`src/design/fdsc_pkg.sv`:
```
`timescale 1ns / 1ps
// Shared types, constants and register reset values of the fan duty step controller.
// No dependencies; every other design file refers to it by scoped names.
package fdsc_pkg;

   localparam int LEVELS_DEFAULT = 5;

   // Serial multiplier geometry: a 21-bit cube, a 14-bit square or a 7-bit temperature times at most 9 bits
   localparam int MCAND_W  = 21;
   localparam int MPLIER_W = 9;
   localparam int PROD_W   = MCAND_W + MPLIER_W;
   localparam int CNT_W    = $clog2(MPLIER_W + 1);

   localparam int TEMP_W = 7;   // magnitude of a positive temperature
   localparam int SQ_W   = 2 * TEMP_W;
   localparam int CUBE_W = 3 * TEMP_W;
   localparam int A_W    = CUBE_W + 8;   // 255 * t^3
   localparam int DUTY_W = 8;
   localparam int HOLD_W = 4;

   localparam logic [TEMP_W-1:0] FULL_TEMP_RESET   = 7'd55;
   localparam logic [63:0]       DUTY_LEVELS_RESET = 64'h0000_00FF_DCB4_8C66;
   localparam logic [63:0]       HOLD_LEVELS_RESET = 64'h0000_0000_000F_AA50;
   localparam logic [DUTY_W-1:0] DUTY_FULL         = 8'd255;
   localparam logic [MPLIER_W-1:0] SCALE_255       = 9'd255;

   // Register indexes of the write port
   localparam logic [1:0] CSR_FULL_TEMP   = 2'd0;
   localparam logic [1:0] CSR_DUTY_LEVELS = 2'd1;
   localparam logic [1:0] CSR_HOLD_LEVELS = 2'd2;

   typedef enum logic [2:0] {
      ST_IDLE,
      ST_START,
      ST_WAIT,
      ST_APPLY
   } fdsc_state_type;

   typedef enum logic [2:0] {
      OP_TT,    // t * t
      OP_TTT,   // t^2 * t
      OP_A,     // t^3 * 255
      OP_FF,    // f * f
      OP_FFF,   // f^2 * f
      OP_LVL    // f^3 * (level + 1)
   } fdsc_op_type;

   typedef struct packed {
      logic                start;
      logic [MCAND_W-1:0]  mcand;
      logic [MPLIER_W-1:0] mplier;
   } fdsc_mul_req_type;

   typedef struct packed {
      logic [DUTY_W-1:0] duty_now;
      logic              send_duty;
      logic              went_up;
      logic [HOLD_W-1:0] hold_left;
   } fdsc_result_type;

endpackage

```
`src/design/fan_duty_step_controller_unit.sv`:
```
`timescale 1ns / 1ps
// Top level of the fan duty step controller: sequencer, config registers, result register.
// Depends on fdsc_pkg, fdsc_mul and fdsc_hold.
//
//   channel | ports                                        | direction
//   --------+----------------------------------------------+----------
//   req     | req_valid, req_stall, req_temp_a, req_temp_b | in
//   rsp     | rsp_valid, rsp_stall, rsp_duty_now,          | out
//           | rsp_send_duty, rsp_went_up, rsp_hold_left    |
//   csr     | csr_write_en, csr_index, csr_wdata           | in
//
// One beat at a time. A hotter temperature of zero or below goes from accept straight
// to the final update step. A positive one runs five products (t^2, t^3, 255*t^3, f^2,
// f^3) plus m level tests, m from 1 to LEVELS, one after another through the one
// bit-serial multiplier. The sequencer returns to idle before the next accept.
// Reset is synchronous: duty returns to full speed, hold count to zero, registers
// to their defaults. A stalled result holds in the output register; the next beat
// is taken meanwhile and waits only at the final update step.
module fan_duty_step_controller_unit #(
   parameter int LEVELS = fdsc_pkg::LEVELS_DEFAULT
) (
   input  logic                    clock,
   input  logic                    reset,
   // request channel
   input  logic                    req_valid,
   output logic                    req_stall,
   input  logic signed [7:0]       req_temp_a,
   input  logic signed [7:0]       req_temp_b,
   // result channel
   output logic                    rsp_valid,
   input  logic                    rsp_stall,
   output logic [7:0]              rsp_duty_now,
   output logic                    rsp_send_duty,
   output logic                    rsp_went_up,
   output logic [3:0]              rsp_hold_left,
   // configuration write port
   input  logic                    csr_write_en,
   input  logic [1:0]              csr_index,
   input  logic [8*LEVELS-1:0]     csr_wdata
);

   localparam int IDX_W   = $clog2(LEVELS);
   localparam int DLVL_W  = 8 * LEVELS;
   localparam int HLVL_W  = 4 * LEVELS;

   // ---------------------------------------------------------------- config
   logic [fdsc_pkg::TEMP_W-1:0] full_temp_ff;
   logic [DLVL_W-1:0]           duty_levels_ff;
   logic [HLVL_W-1:0]           hold_levels_ff;

   always_ff @(posedge clock) begin
      if (reset) begin
         full_temp_ff   <= fdsc_pkg::FULL_TEMP_RESET;
         duty_levels_ff <= fdsc_pkg::DUTY_LEVELS_RESET[DLVL_W-1:0];
         hold_levels_ff <= fdsc_pkg::HOLD_LEVELS_RESET[HLVL_W-1:0];
      end else if (csr_write_en) begin
         case (csr_index)
            fdsc_pkg::CSR_FULL_TEMP:   full_temp_ff   <= csr_wdata[fdsc_pkg::TEMP_W-1:0];
            fdsc_pkg::CSR_DUTY_LEVELS: duty_levels_ff <= csr_wdata;
            fdsc_pkg::CSR_HOLD_LEVELS: hold_levels_ff <= csr_wdata[HLVL_W-1:0];
            default: ;   // unmapped index: drop the write
         endcase
      end
   end

   // ---------------------------------------------------------------- sequencer state
   fdsc_pkg::fdsc_state_type state_ff, state_in;
   fdsc_pkg::fdsc_op_type    op_ff, op_in;

   logic [fdsc_pkg::TEMP_W-1:0] t_ff, t_in;
   logic [fdsc_pkg::SQ_W-1:0]   sq_ff, sq_in;
   logic [fdsc_pkg::CUBE_W-1:0] cube_ff, cube_in;
   logic [fdsc_pkg::A_W-1:0]    a_ff, a_in;
   logic [fdsc_pkg::CUBE_W-1:0] f3_ff, f3_in;
   logic [IDX_W-1:0]            k_ff, k_in;
   logic                        first_ff, first_in;
   logic [fdsc_pkg::DUTY_W-1:0] target_ff, target_in;
   logic [IDX_W-1:0]            hidx_ff, hidx_in;

   logic                        req_accept;
   logic                        slot_free;
   logic                        positive;
   logic signed [7:0]           t_max;
   logic                        finish;
   logic                        above;
   logic [fdsc_pkg::DUTY_W-1:0] level_k;
   logic [fdsc_pkg::DUTY_W-1:0] level_test;

   fdsc_pkg::fdsc_mul_req_type   mul_req;
   logic                         mul_start;
   logic                         mul_done;
   logic [fdsc_pkg::PROD_W-1:0]  product;

   fdsc_pkg::fdsc_result_type    result;
   logic                         apply;
   logic [fdsc_pkg::HOLD_W-1:0]  hold_load;

   assign req_accept = req_valid && !req_stall;
   assign slot_free  = !rsp_valid || !rsp_stall;
   assign t_max      = (req_temp_a > req_temp_b) ? req_temp_a : req_temp_b;
   assign positive   = !t_max[7] && (t_max != 8'sd0);

   assign level_k    = duty_levels_ff[8*k_ff +: 8];
   assign level_test = first_ff ? '0 : level_k;
   // demand exceeds the level under test: 255*t^3 > (level+1)*f^3
   assign above      = {1'b0, a_ff} > product;
   assign hold_load  = hold_levels_ff[4*hidx_ff +: 4];

   // Next-state logic
   always_comb begin
      state_in = state_ff;
      case (state_ff)
         fdsc_pkg::ST_IDLE: begin
            if (req_valid) begin
               state_in = positive ? fdsc_pkg::ST_START : fdsc_pkg::ST_APPLY;
            end
         end
         fdsc_pkg::ST_START: state_in = fdsc_pkg::ST_WAIT;
         fdsc_pkg::ST_WAIT: begin
            if (mul_done) begin
               state_in = finish ? fdsc_pkg::ST_APPLY : fdsc_pkg::ST_START;
            end
         end
         fdsc_pkg::ST_APPLY: begin
            if (slot_free) begin
               state_in = fdsc_pkg::ST_IDLE;
            end
         end
         default: state_in = fdsc_pkg::ST_IDLE;
      endcase
   end

   // Outputs of the sequencer
   always_comb begin
      req_stall = 1'b1;
      apply     = 1'b0;
      mul_start = 1'b0;
      case (state_ff)
         fdsc_pkg::ST_IDLE:  req_stall = 1'b0;
         fdsc_pkg::ST_START: mul_start = 1'b1;
         fdsc_pkg::ST_APPLY: apply     = slot_free;
         default: ;
      endcase
   end

   // Operands for the multiplier, by step
   always_comb begin
      mul_req.start  = mul_start;
      mul_req.mcand  = '0;
      mul_req.mplier = '0;
      case (op_ff)
         fdsc_pkg::OP_TT: begin
            mul_req.mcand  = fdsc_pkg::MCAND_W'(t_ff);
            mul_req.mplier = fdsc_pkg::MPLIER_W'(t_ff);
         end
         fdsc_pkg::OP_TTT: begin
            mul_req.mcand  = fdsc_pkg::MCAND_W'(sq_ff);
            mul_req.mplier = fdsc_pkg::MPLIER_W'(t_ff);
         end
         fdsc_pkg::OP_A: begin
            mul_req.mcand  = cube_ff;
            mul_req.mplier = fdsc_pkg::SCALE_255;
         end
         fdsc_pkg::OP_FF: begin
            mul_req.mcand  = fdsc_pkg::MCAND_W'(full_temp_ff);
            mul_req.mplier = fdsc_pkg::MPLIER_W'(full_temp_ff);
         end
         fdsc_pkg::OP_FFF: begin
            mul_req.mcand  = fdsc_pkg::MCAND_W'(sq_ff);
            mul_req.mplier = fdsc_pkg::MPLIER_W'(full_temp_ff);
         end
         fdsc_pkg::OP_LVL: begin
            mul_req.mcand  = f3_ff;
            mul_req.mplier = {1'b0, level_test} + 9'd1;
         end
         default: ;
      endcase
   end

   // Datapath: capture products, walk the level table
   always_comb begin
      op_in     = op_ff;
      t_in      = t_ff;
      sq_in     = sq_ff;
      cube_in   = cube_ff;
      a_in      = a_ff;
      f3_in     = f3_ff;
      k_in      = k_ff;
      first_in  = first_ff;
      target_in = target_ff;
      hidx_in   = hidx_ff;
      finish    = 1'b0;
      if (req_accept) begin
         t_in      = t_max[fdsc_pkg::TEMP_W-1:0];
         op_in     = fdsc_pkg::OP_TT;
         target_in = '0;
         hidx_in   = '0;
      end else if (state_ff == fdsc_pkg::ST_WAIT && mul_done) begin
         case (op_ff)
            fdsc_pkg::OP_TT: begin
               sq_in = product[fdsc_pkg::SQ_W-1:0];
               op_in = fdsc_pkg::OP_TTT;
            end
            fdsc_pkg::OP_TTT: begin
               cube_in = product[fdsc_pkg::CUBE_W-1:0];
               op_in   = fdsc_pkg::OP_A;
            end
            fdsc_pkg::OP_A: begin
               a_in  = product[fdsc_pkg::A_W-1:0];
               op_in = fdsc_pkg::OP_FF;
            end
            fdsc_pkg::OP_FF: begin
               sq_in = product[fdsc_pkg::SQ_W-1:0];
               op_in = fdsc_pkg::OP_FFF;
            end
            fdsc_pkg::OP_FFF: begin
               f3_in    = product[fdsc_pkg::CUBE_W-1:0];
               op_in    = fdsc_pkg::OP_LVL;
               first_in = 1'b1;
               k_in     = '0;
            end
            fdsc_pkg::OP_LVL: begin
               if (first_ff) begin
                  // demand at or below zero: duty 0, first hold entry
                  if (!above) begin
                     target_in = '0;
                     hidx_in   = '0;
                     finish    = 1'b1;
                  end
                  first_in = 1'b0;
               end else if (!above) begin
                  target_in = level_k;
                  hidx_in   = k_ff + 1'b1;
                  finish    = 1'b1;
               end else if (k_ff == IDX_W'(LEVELS - 2)) begin
                  // last level taken whether demand exceeds it or not; hold index clamps
                  target_in = duty_levels_ff[DLVL_W-1 -: 8];
                  hidx_in   = IDX_W'(LEVELS - 1);
                  finish    = 1'b1;
               end else begin
                  k_in = k_ff + 1'b1;
               end
            end
            default: ;
         endcase
      end
   end

   always_ff @(posedge clock) begin
      if (reset) begin
         state_ff <= fdsc_pkg::ST_IDLE;
         op_ff    <= fdsc_pkg::OP_TT;
         first_ff <= 1'b0;
         k_ff     <= '0;
      end else begin
         state_ff <= state_in;
         op_ff    <= op_in;
         first_ff <= first_in;
         k_ff     <= k_in;
      end
      t_ff      <= t_in;
      sq_ff     <= sq_in;
      cube_ff   <= cube_in;
      a_ff      <= a_in;
      f3_ff     <= f3_in;
      target_ff <= target_in;
      hidx_ff   <= hidx_in;
   end

   // ---------------------------------------------------------------- units
   fdsc_mul u_mul (
      .clock   (clock),
      .reset   (reset),
      .mul_req (mul_req),
      .done    (mul_done),
      .product (product)
   );

   fdsc_hold u_hold (
      .clock     (clock),
      .reset     (reset),
      .apply     (apply),
      .target    (target_ff),
      .hold_load (hold_load),
      .result    (result)
   );

   // ---------------------------------------------------------------- result register
   logic                         rsp_valid_ff;
   fdsc_pkg::fdsc_result_type    rsp_data_ff;

   always_ff @(posedge clock) begin
      if (reset) begin
         rsp_valid_ff <= 1'b0;
      end else if (apply) begin
         rsp_valid_ff <= 1'b1;
      end else if (!rsp_stall) begin
         rsp_valid_ff <= 1'b0;
      end
      if (apply) begin
         rsp_data_ff <= result;
      end
   end

   assign rsp_valid     = rsp_valid_ff;
   assign rsp_duty_now  = rsp_data_ff.duty_now;
   assign rsp_send_duty = rsp_data_ff.send_duty;
   assign rsp_went_up   = rsp_data_ff.went_up;
   assign rsp_hold_left = rsp_data_ff.hold_left;

   // ---------------------------------------------------------------- assertions
   a_done_in_wait : assert property (@(posedge clock) disable iff (reset)
      mul_done |-> state_ff == fdsc_pkg::ST_WAIT)
      else $error("multiplier finished outside the wait step");

   a_up_sends : assert property (@(posedge clock) disable iff (reset)
      rsp_valid && rsp_went_up |-> rsp_send_duty && rsp_duty_now != 8'd0)
      else $error("raise reported without a nonzero issued duty");

   a_apply_once : assert property (@(posedge clock) disable iff (reset)
      apply |=> !apply && state_ff == fdsc_pkg::ST_IDLE)
      else $error("state update not followed by return to idle");

endmodule

```
`src/design/fdsc_mul.sv`:
```
`timescale 1ns / 1ps
// Bit-serial shift-add multiplier: one multiplier bit per cycle, LSB first.
// Depends on fdsc_pkg for widths and the request struct.
module fdsc_mul (
   input  logic                          clock,
   input  logic                          reset,
   input  fdsc_pkg::fdsc_mul_req_type    mul_req,
   output logic                          done,
   output logic [fdsc_pkg::PROD_W-1:0]   product
);

   logic [fdsc_pkg::PROD_W-1:0]   acc_ff, acc_in;
   logic [fdsc_pkg::PROD_W-1:0]   mc_ff, mc_in;
   logic [fdsc_pkg::MPLIER_W-1:0] mp_ff, mp_in;
   logic [fdsc_pkg::CNT_W-1:0]    cnt_ff, cnt_in;
   logic                          done_ff, done_in;

   always_comb begin
      acc_in  = acc_ff;
      mc_in   = mc_ff;
      mp_in   = mp_ff;
      cnt_in  = cnt_ff;
      done_in = 1'b0;
      if (mul_req.start) begin
         acc_in = '0;
         mc_in  = fdsc_pkg::PROD_W'(mul_req.mcand);
         mp_in  = mul_req.mplier;
         cnt_in = fdsc_pkg::CNT_W'(fdsc_pkg::MPLIER_W);
      end else if (cnt_ff != '0) begin
         // add the shifted multiplicand for a set bit, advance one bit
         if (mp_ff[0]) begin
            acc_in = acc_ff + mc_ff;
         end
         mc_in   = {mc_ff[fdsc_pkg::PROD_W-2:0], 1'b0};
         mp_in   = {1'b0, mp_ff[fdsc_pkg::MPLIER_W-1:1]};
         cnt_in  = cnt_ff - 1'b1;
         done_in = (cnt_ff == fdsc_pkg::CNT_W'(1));
      end
   end

   always_ff @(posedge clock) begin
      if (reset) begin
         cnt_ff  <= '0;
         done_ff <= 1'b0;
      end else begin
         cnt_ff  <= cnt_in;
         done_ff <= done_in;
      end
      acc_ff <= acc_in;
      mc_ff  <= mc_in;
      mp_ff  <= mp_in;
   end

   assign done    = done_ff;
   assign product = acc_ff;

endmodule

```
`src/design/fdsc_hold.sv`:
```
`timescale 1ns / 1ps
// Duty and hold-count state with the raise-at-once, lower-after-hold rule.
// Depends on fdsc_pkg for the result struct and reset duty.
module fdsc_hold (
   input  logic                              clock,
   input  logic                              reset,
   input  logic                              apply,
   input  logic [fdsc_pkg::DUTY_W-1:0]       target,
   input  logic [fdsc_pkg::HOLD_W-1:0]       hold_load,
   output fdsc_pkg::fdsc_result_type         result
);

   logic [fdsc_pkg::DUTY_W-1:0] duty_ff, duty_in;
   logic [fdsc_pkg::HOLD_W-1:0] hold_ff, hold_in;
   logic [fdsc_pkg::HOLD_W-1:0] hold_mid;
   logic                        send, up;

   always_comb begin
      duty_in  = duty_ff;
      hold_mid = hold_ff;
      send     = 1'b0;
      up       = 1'b0;
      if (target > duty_ff) begin
         duty_in  = target;
         hold_mid = hold_load;
         send     = 1'b1;
         up       = 1'b1;
      end else if (hold_ff == '0 && target < duty_ff) begin
         duty_in = target;
         send    = 1'b1;
      end
      // step down, saturate at zero
      hold_in = (hold_mid != '0) ? hold_mid - 1'b1 : hold_mid;
   end

   always_ff @(posedge clock) begin
      if (reset) begin
         duty_ff <= fdsc_pkg::DUTY_FULL;
         hold_ff <= '0;
      end else if (apply) begin
         duty_ff <= duty_in;
         hold_ff <= hold_in;
      end
   end

   assign result.duty_now  = duty_in;
   assign result.send_duty = send;
   assign result.went_up   = up;
   assign result.hold_left = hold_in;

endmodule
```
`config.mk`:
```
export PLATFORM = sky130hd
export DESIGN_NAME = fan_duty_step_controller_unit
export DESIGN_NICKNAME = d
export VERILOG_FILES = /design/src/design/fdsc_pkg.sv /design/src/design/fan_duty_step_controller_unit.sv /design/src/design/fdsc_mul.sv /design/src/design/fdsc_hold.sv
export SDC_FILE = /design/constraint.sdc
export NUM_CORES = 1
export LEC_CHECK = 0
export BUFFER_PORTS_ARGS = -buffer_cell sky130_fd_sc_hd__buf_2
export CAP_MARGIN = 20
export CORE_ASPECT_RATIO = 1.2
export CORE_MARGIN = 2
export CORE_UTILIZATION = 60
export CTS_BUF_LIST = sky130_fd_sc_hd__clkbuf_8
export CTS_CLUSTER_DIAMETER = 100
export DETAILED_ROUTE_END_ITERATION = 16
export PLACE_DENSITY = 0.79
export SYNTH_ARGS = -nofsm -noshare
export SYNTH_HDL_FRONTEND = slang
export SYNTH_SLANG_ARGS = --single-unit
```
`constraint.sdc`:
```
create_clock -name clock -period 4.25 [get_ports clock]
set_input_delay 0.2125 -clock clock [delete_from_list [all_inputs] [get_ports clock]]
set_output_delay 0.2125 -clock clock [all_outputs]
set_load 0.03 [all_outputs]
```
==> summary.txt <==
Status
  – Status: finished clean

STA
  – Setup ws final: 0.868 ns
  – Max Fclk: 296 MHz
  – Post-route setup TNS: 0 ns
  – Ratio of final minimum period to clock period: 79.6%
  – Final hold violations: 0
  – Slew headroom: 32.9%
  – Slew @ Worst Pin: 0.999 ns
  – Final Slew Violations: 0
  – Min Hold Slack: 0.0281 ns
  – RSZ-0062 raised after global routing: false
  – Final setup vio count: 0
  – Setup Skew: 0.0228 ns
  – Final Critical Period: 3.38 ns

Routing
  – WL final: 34.9 mm
  – Post-DRT Antenna Nets: 0
  – Iter 0 DRT Violations: 697
  – # DRC: 0
  – Average vias per placed instance: 5.91
  – Via count: 11459
  – Routed wire per std cell: 18.0 um
  – TritonRoute pass-1 iters: 5

Floorplanning
  – Ports: 79
  – Width of the die: 144 um
  – Die area: 24900 sq um
  – Die Ht: 172 um
  – FP Rows: 61
  – Initial Utilization: 61.1%
  – Area of the core: 23200 sq um

Final layout
  – Finished Core Util: 69.9%
  – Share of layout cells above drive strength 1: 12.6%
  – Final Instance Count excl. Fillers: 1938
  – Layout net count: 1732
  – Area grow syn2layout: 14.3%
  – Diodes inserted: 0

GRT
  – GRT Util Overall: 28.1%
  – Global route overflow: 0
  – Vias in the first global route: 11350
  – Largest net degree at the start of global routing: 46
  – Initial antenna violation count: 0
  – First-pass GRT wire length: 55.7 mm

Critical path
  – CP max stage cell: a221oi_2
  – Max incr delay on CP: 0.62 ns
  – R2R depth: 11
  – Crit path DAT: 3.78 ns
  – Req. time, crit path: 4.65 ns
  – CP bufs+invs: 1
  – Worst reg2reg setup slack: 0.87 ns
  – CP max FO: 12
  – Worst r2r dst: hidx_ff[2]
  – Critical path's top delay family: compound AO/OA/AOI/OAI gates
  – CP Capture Type: register
  – WS Path Type: register to register
  – Crit path top cell by count: a21o_1
  – Startpoint Class: register
  – Critical-path cell list: inv_1, ha_1, a21o_1, a21o_1, a21o_1, a21oi_1, o221ai_1, a221oi_2, nor2_1, a31o_2, o2bb2ai_1
  – FF-to-FF Start: u_mul.product[7]

Clock tree
  – Post-cts sizing count: 0
  – TritonCTS clock tree: built
  – H-tree depth: 2
  – CTS Sinks: 280
  – TritonCTS buffer count: 46
  – Worst skew pair latency: 0.55 ns
  – CTS hold repair buffers: 47
  – Root Buffer: clkbuf_8
  – Setup bufs post-CTS: 0
  – Clk pin slew, worst setup/hold paths: 0.06 ns
  – Max Root-Sink Buffers: 3

Yosys
  – Post-Synth Adder-Cell Area: 7.20%
  – Top cell type's share of synthesized area: 28.8%
  – Post-synth EDFFs: 136
  – Syn Std Cell Area: 14200 sq um
  – Synth Instances: 1475
  – Xor/xnor share of the synthesized area: 1.73%
  – Asr flop ratio synth: 0%
  – Top cells by count, synth: nand2_1 (258), dfxtp_1 (144), a21oi_1 (136), edfxtp_1 (136), nor2_1 (86)
  – Ys Warns: 0
  – Synthesized flop and latch total: 280
  – Main combinational cell family by area after synthesis: compound AO/OA/AOI/OAI gates
  – Top post-synthesis cells by area: edfxtp_1 (29%), dfxtp_1 (20%), ha_1 (7.1%), nand2_1 (6.8%), a21oi_1 (4.8%)
  – Register area share after synthesis: 49.1%
  – Synthesized Nets: 1619
  – Post-synthesis mux area share: 5.22%
  – Avg Cell Area, Syn: 9.61 sq um
  – Top-count cell post-synth: nand2_1
  – Post-synth top flop: dfxtp_1
  – Simple-gate share of the synthesized area: 16.0%
  – Synth area leader: edfxtp_1
  – Synth cell types: 82
  – Compound-gate portion of the synthesized area: 16.7%

Hold path
  – Hold Startpoint: req_temp_b[0]
  – Hold Path Class: input port to register
  – Hold EP: t_ff[0]
  – WHS Path Cells: 2

Pwr
  – Peak VDD IR: 0.000555 V
  – Leakage power: 0.00668 uW
  – Gate power share: 36.0%
  – Seq pwr share: 40.5%
  – Clk network pwr share: 23.5%
  – P per Cell Area: 586 nW/um^2
  – P_int: 6050 uW
  – Switch share: 36.3%
  – NetSw: 3450 uW

Flow run
  – Max-Cap Viols: 0

Place
  – Placement Setup Slack: 0.997 ns
  – Routability congestion estimate: 0.904
  – Post-DP HPWL: 23.2 mm
  – Port bufs: 78
  – Dpl cells: 1806
==> through the flow <==
| step | power [uW] | cell area [sq um] |
|---|---|---|
| global placement | 7110 | 14800 |
| CTS | 9500 | 16200 |
| finish | 9490 | 16200 |
| detailed placement | 7230 | 14800 |
| floorplan | 6360 | 14200 |
| global route | 10100 | 16200 |
==> cell usage in the layout, fill, tap and decap left out, types with 17 or more instances in the layout <==
cell type	n
xnor2_1	20
nand2_1	258
buf_2	78
inv_1	82
nand3_1	57
nor2_1	86
nor3_1	17
dfxtp_1	143
dlygate4sd3_1	47
ha_1	80
mux2i_1	48
o21ai_0	47
clkbuf_8	56
a21oi_1	136
a21o_1	32
edfxtp_1	136
buf_4	20
==> state kept, by name, indices dropped and copies added, names as in the netlist, 7 cells and up <==
signal / cells
a_ff: 29
cube_ff: 21
duty_levels_ff: 40
f3_ff: 21
full_temp_ff: 7
hold_levels_ff: 20
rsp_duty_now: 8
sq_ff: 14
t_ff: 7
target_ff: 8
u_hold.duty_ff: 8
u_mul.mc_ff: 30
u_mul.mp_ff: 9
u_mul.product: 30
==> metal layers <==
metal  wire length, um  up-vias  track usage (%)
met4              1520        0             13.5
li1                  -     5557                -
met1             13700     5399             32.6
met5                 0        -                0
met3              2000      106             4.62
met2             17700      397             50.4
==> kinds of logic after synthesis <==
group	count (synthesis)
multiplexers	66
buffers and inverters	149
flip-flops	280
XOR/XNOR	28
adder cells (fa/ha/maj)	81
AO/OA/AOI/OAI	364
AND/OR/NAND/NOR	507
==> power by group through the flow <==
stage | sequential, uW | combinational [uW] | clock (uW)
floorplan | 3720 | 2650 | 0
global placement | 3870 | 3250 | 0
detailed placement | 3890 | 3340 | 0
CTS | 3840 | 3390 | 2270
global route | 3900 | 3830 | 2380
finish | 3850 | 3410 | 2230
==> final cells by class <==
type / count / area [sq um]
inverters: 68 / 255
multi-input cells: 1046 / 6670
repair buffers: 146 / 1040
well taps: 315 / 394
clock buffers: 56 / 771
fillers: 1720 / 6990
clock inverters: 27 / 111
flip-flops and latches: 280 / 6970
==> worst max path at each step <==
stage,start,end,slack [ns],depth (start not counted)
2_1_floorplan,op_ff[2],a_ff[0],0.88,4
3_3_place_gp,u_mul.product[7],target_ff[3],1.14,11
3_5_place_dp,u_mul.product[7],hidx_ff[2],1.0,11
4_1_cts,u_mul.product[7],hidx_ff[2],0.94,11
5_1_grt,u_mul.product[7],target_ff[3],0.70,11
6_report,u_mul.product[7],hidx_ff[2],0.87,11
(Power assumes the default switching activity.)
